### src/hdl/ifa_pkg.sv
// shared types, codes and helpers for the integer to ascii formatter
package ifa_pkg;

    localparam int unsigned VALUE_W  = 32;
    localparam int unsigned KIND_W   = 3;
    localparam int unsigned PAD_W    = 6;
    localparam int unsigned CHAR_W   = 8;
    localparam int unsigned DIGIT_W  = 4;
    localparam int unsigned MAX_DIG  = 10;
    localparam int unsigned NDIG_W   = 4;

    localparam logic [PAD_W-1:0]   MAX_PAD   = 6'd62;
    localparam logic [VALUE_W-1:0] RECIP_TEN = 32'hCCCC_CCCD;
    localparam int unsigned        RECIP_SH  = 35;

    localparam logic [KIND_W-1:0] KIND_SDEC  = 3'd0;
    localparam logic [KIND_W-1:0] KIND_UDEC  = 3'd1;
    localparam logic [KIND_W-1:0] KIND_HEXL  = 3'd2;
    localparam logic [KIND_W-1:0] KIND_HEXU  = 3'd3;
    localparam logic [KIND_W-1:0] KIND_PTR   = 3'd4;

    localparam logic [CHAR_W-1:0] CH_ZERO  = 8'h30;
    localparam logic [CHAR_W-1:0] CH_SPACE = 8'h20;
    localparam logic [CHAR_W-1:0] CH_MINUS = 8'h2D;
    localparam logic [CHAR_W-1:0] CH_X     = 8'h78;
    localparam logic [CHAR_W-1:0] CH_LOW_A = 8'h61;
    localparam logic [CHAR_W-1:0] CH_UP_A  = 8'h41;

    typedef enum logic [2:0] {
        ST_IDLE,
        ST_CONV,
        ST_PREP,
        ST_SIGN,
        ST_ZERO,
        ST_X,
        ST_PAD,
        ST_DIG
    } state_t;

    typedef enum logic [2:0] {
        SEL_NONE,
        SEL_MINUS,
        SEL_ZERO,
        SEL_X,
        SEL_PAD,
        SEL_DIG
    } char_sel_t;

    typedef struct packed {
        logic      load;
        logic      step;
        logic      prep;
        logic      pad_dec;
        logic      dig_dec;
        char_sel_t sel;
    } cmd_t;

    typedef struct packed {
        logic conv_done;
        logic neg;
        logic ptr;
        logic pad_zero;
        logic pad_one;
        logic dig_zero;
    } status_t;

    function automatic logic [CHAR_W-1:0] digit_char(input logic [DIGIT_W-1:0] d,
                                                     input logic upper);
        logic [CHAR_W-1:0] base;
        begin
            base = upper ? CH_UP_A : CH_LOW_A;
            if (d < DIGIT_W'(10))
                digit_char = CH_ZERO + CHAR_W'(d);
            else
                digit_char = base + CHAR_W'(d) - CHAR_W'(10);
        end
    endfunction

endpackage

### src/hdl/ifa_ctrl.sv
// controller state machine for the formatter
module ifa_ctrl
    import ifa_pkg::*;
(
    input  logic    clk,
    input  logic    rst_n,
    input  logic    in_valid,
    output logic    in_ready,
    output logic    out_valid,
    input  logic    out_ready,
    input  status_t status,
    output cmd_t    cmd
);

    state_t state_reg;
    state_t state_next;
    logic   out_fire;

    assign out_fire = out_valid && out_ready;

    always_ff @(posedge clk or negedge rst_n)
    begin
        if (!rst_n)
            state_reg <= ST_IDLE;
        else
            state_reg <= state_next;
    end

    always_comb
    begin
        state_next  = state_reg;
        in_ready    = 1'b0;
        out_valid   = 1'b0;
        cmd         = '0;
        cmd.sel     = SEL_NONE;
        case (state_reg)
            ST_IDLE:
            begin
                in_ready = 1'b1;
                if (in_valid)
                begin
                    cmd.load   = 1'b1;
                    state_next = ST_CONV;
                end
            end
            ST_CONV:
            begin
                cmd.step = 1'b1;
                if (status.conv_done)
                    state_next = ST_PREP;
            end
            ST_PREP:
            begin
                cmd.prep = 1'b1;
                if (status.neg)
                    state_next = ST_SIGN;
                else if (status.ptr)
                    state_next = ST_ZERO;
                else if (!status.pad_zero)
                    state_next = ST_PAD;
                else
                    state_next = ST_DIG;
            end
            ST_SIGN:
            begin
                out_valid = 1'b1;
                cmd.sel   = SEL_MINUS;
                if (out_fire)
                    state_next = status.pad_zero ? ST_DIG : ST_PAD;
            end
            ST_ZERO:
            begin
                out_valid = 1'b1;
                cmd.sel   = SEL_ZERO;
                if (out_fire)
                    state_next = ST_X;
            end
            ST_X:
            begin
                out_valid = 1'b1;
                cmd.sel   = SEL_X;
                if (out_fire)
                    state_next = status.pad_zero ? ST_DIG : ST_PAD;
            end
            ST_PAD:
            begin
                out_valid = 1'b1;
                cmd.sel   = SEL_PAD;
                if (out_fire)
                begin
                    cmd.pad_dec = 1'b1;
                    if (status.pad_one)
                        state_next = ST_DIG;
                end
            end
            ST_DIG:
            begin
                out_valid = 1'b1;
                cmd.sel   = SEL_DIG;
                if (out_fire)
                begin
                    cmd.dig_dec = 1'b1;
                    if (status.dig_zero)
                        state_next = ST_IDLE;
                end
            end
            default:
            begin
                state_next = ST_IDLE;
            end
        endcase
    end

endmodule

### config.mk
export PLATFORM = sky130hd
export DESIGN_NAME = ifa_ctrl
export DESIGN_NICKNAME = d
export VERILOG_FILES = /design/src/hdl/ifa_pkg.sv /design/src/hdl/ifa_ctrl.sv
export SDC_FILE = /design/constraint.sdc
export NUM_CORES = 1
export LEC_CHECK = 0
export BUFFER_PORTS_ARGS = -buffer_cell sky130_fd_sc_hd__buf_4
export CAP_MARGIN = 20
export CORE_AREA = 2 2 39 41
export DETAILED_ROUTE_END_ITERATION = 16
export DIE_AREA = 0 0 41 43
export GPL_TIMING_DRIVEN = 0
export PLACE_DENSITY = 0.6
export SLEW_MARGIN = 20
export SYNTH_ARGS = -nofsm -noshare
export SYNTH_HDL_FRONTEND = slang
export SYNTH_SLANG_ARGS = --single-unit
### constraint.sdc
create_clock -name clk -period 2 [get_ports clk]
set_clock_uncertainty 0.2 [all_clocks]
set_input_delay 0.1 -clock clk [delete_from_list [all_inputs] [get_ports clk]]
set_output_delay 0.1 -clock clk [all_outputs]
set_load 0.05 [all_outputs]
==> flow_summary.yaml <==
cts:
  htree_levels: 1
  clk_latency_ns: 0.23
  clock-sinks: 3
  cts_buffers: 3
  clk_path_buf_depth: 2
  clock-root-buffer: "clkbuf_4"
  cts_tree: "done"
  cts.clk_slew.worst_paths_ns: 0.04
yosys:
  syn_area_per_cell_um2: 8.28
  synth_fp_nets: 49
  ys_ff_latch: 3
  ys_warn_count: 0
  synth_top_area_share: 0.233
  ys_seq_area_frac: 0.233
  synth_compound_area_frac: 0.291
  synth.largest_area_cell: "dfrtp_1"
  synth-simple-area-share: 0.291
  synthTopCellsByArea: "dfrtp_1, a221oi_4, nor2b_1, a21oi_1, inv_1"
  synth.area.mux_share: 0.0775
  synth_cell_types: 26
  yosys.area_share.xor_xnor: 0
  synthCells: 39
  synth_top_family_by_area: "compound AO/OA/AOI/OAI gates"
  syn_area_um2: 323
  yosys.area_share.adder: 0
critical_path:
  timing.rr.start: "state_reg[2]"
  arrival_ns: 1.83
  required_ns: 1.92
  cp_cell_sequence: "buf_6 > a21o_2 > a22o_1 > a221oi_4 > mux2_4"
  critPathLaunchType: "flip-flop"
  crit_path_top_delay_cell: "dfrtp_1"
  critPathBufInv: 1
  path_delay_family: "compound AO/OA/AOI/OAI gates"
  timing.rr.end: "state_reg[0]"
  ff2ff_path_depth: 5
  crit_path_max_fanout: 10
  reg2reg_slack_ns: 0.09
  endpoint_kind: "flip-flop"
  crit_start: "state_reg[2]"
  cp_slowest_stage_delay_ns: 0.41
  path_class: "flip-flop to flip-flop"
run_status:
  status: "complete, no violations"
place:
  portBuffers: 19
  dpl.cell_count: 74
  dp_hpwl_um: 657
  place.gp.congestion: 0.677
global_route:
  grt_pass1_vias: 354
  grt_use_met3: 0.0628
  antenna_found_initial: 0
  grt_max_degree: 11
  top_usage_layer: "met2"
  grt_overflow: 0
  grt_pass1_wl_um: 1340
  grt_usage: 0.118
  globalRouteMet1Util: 0.110
  grt_util_met2: 0.184
route:
  vias: 363
  wirelength_um: 843
  post_drt_wl_per_cell_um: 10.5
  drt-initial-drc-count: 1
  routed_via_density: 4.54
  ant_nets: 0
  drc: 0
  dr.pass1.iters: 4
layout:
  area_growth_pct: 72.1
  largest_reg_flops: 3
  nNetsFinal: 75
  num_antenna_cells: 0
  fillers: 152
  drive_above_1_share: 0.453
  fin_cells: 80
  fin_util: 0.401
timing:
  finalHoldViolations: 0
  tns_ns: 0
  max_slew.worst_pin.slew_ns: 0.447
  rsz0062_at_grt: "false"
  max_freq_ghz: 0.524
  drv_slew: 0
  max_slew_margin: 0.702
  finalCritPeriodShare: 0.955
  period_minus_slack_ns: 1.91
  finalSetupViolCount: 0
  holdWs_ns: 0.0206
hold_path:
  hold_end: "state_reg[1]"
  hold_path_class: "input port to flip-flop"
  min_path_cells: 3
  hp-start: "status[4]"
pwr:
  p_leak_uw: 0.000271
  ir_drop_mv: 0.511
  total_power_uw: 1070
  power.density_nw_per_um2: 1930
floorplanning:
  die_area_um2: 1760
  die_w_um: 41
  die-height_um: 43
  rows: 14
  pin_count: 20
  floorplan.initialDensity: 0.233
  core_um2: 1380
job:
  drv_cap: 0
[synthesized netlist by cell type, drive strengths merged]
cell type,count
buf,2
nand3,1
nor3,1
a22o,1
a221oi,1
clkbuf,1
nand4,1
dfrtp,3
and2,3
mux2,1
inv,4
o31ai,1
a21oi,4
nand2b,2
nor2b,4
a32o,1
o21ai,1
o31a,1
mux2i,1
a21o,1
and3,1
nand2,1
nor3b,1
nor2,1
[layer usage]
| metal | share of wire | vias up |
|---|---|---|
| li1 | - | 186 |
| met1 | 0.39 | 160 |
| met2 | 0.51 | 15 |
| met3 | 0.089 | 2 |
| met4 | 0.0071 | 0 |
| met5 | 0 | - |
[cell type report]
cell class | count | area (um2) | area share
plain buffers | 3 | 20.0 | 0.0360
clock buffers | 4 | 26.3 | 0.0473
inverters | 4 | 15.0 | 0.0270
multi-input cells | 29 | 236 | 0.426
flip-flops and latches | 3 | 75.1 | 0.135
well taps | 16 | 20.0 | 0.0360
repair buffers | 21 | 163 | 0.293
[cells in the final DEF, fill, tap and decap left out]
master	instances
o31ai_1	1
nand2b_1	2
dfrtp_1	3
o21ai_0	1
clkbuf_1	2
a21oi_1	4
buf_6	1
mux2_4	1
buf_4	19
dlygate4sd3_1	2
a21o_2	1
nor3_4	1
mux2i_1	1
a221oi_4	1
and2_1	3
nor2b_1	4
buf_2	1
a22o_1	1
nor2_1	1
nor3b_4	1
o31a_1	1
nand2_1	1
inv_1	4
nand4_1	1
clkbuf_4	3
a32o_1	1
nand3_1	1
and3_1	1
[logic make-up after synthesis]
group                  after synthesis
AND/OR/NAND/NOR                     16
buffers and inverters                7
multiplexers                         2
flip-flops                           3
AO/OA/AOI/OAI                       11
[through the flow]
| stage | area [um2] | setup WS, ns |
|---|---|---|
| final | 556 | 0.0900 |
| after global placement | 509 | 0.102 |
| after CTS | 556 | 0.0939 |
| after floorplan | 347 | 0.0120 |
| after global routing | 556 | 0.0396 |
| after detailed placement | 509 | 0.103 |
[repair_timing]
action	CTS	global route
buffers inserted	0	0
hold buffers	2	0
endpoints found under the hold margin	3	0
resized for setup	0	0
[report_power, final]
| group | internal, uW | switching [uW] |
|---|---|---|
| clock | 74.8 | 32.7 |
| combinational | 315 | 521 |
| sequential | 92.8 | 37.9 |
| total | 483 | 591 |
[worst min-delay path: stages]
cell,delay [ns]
buf_4,0.09
o31ai_1,0.07
a21oi_1,0.15
[worst max-delay path by stage]
stage | slack (ns) | depth (start not counted) | end
3_3_place_gp | 0.10 | 5 | state_reg[0]
3_5_place_dp | 0.10 | 5 | state_reg[0]
5_1_grt | 0.04 | 5 | state_reg[0]
6_report | 0.09 | 5 | state_reg[0]
4_1_cts | 0.09 | 5 | state_reg[0]
2_1_floorplan | 0.01 | 5 | state_reg[0]
Power figures use the tool's default switching activity.
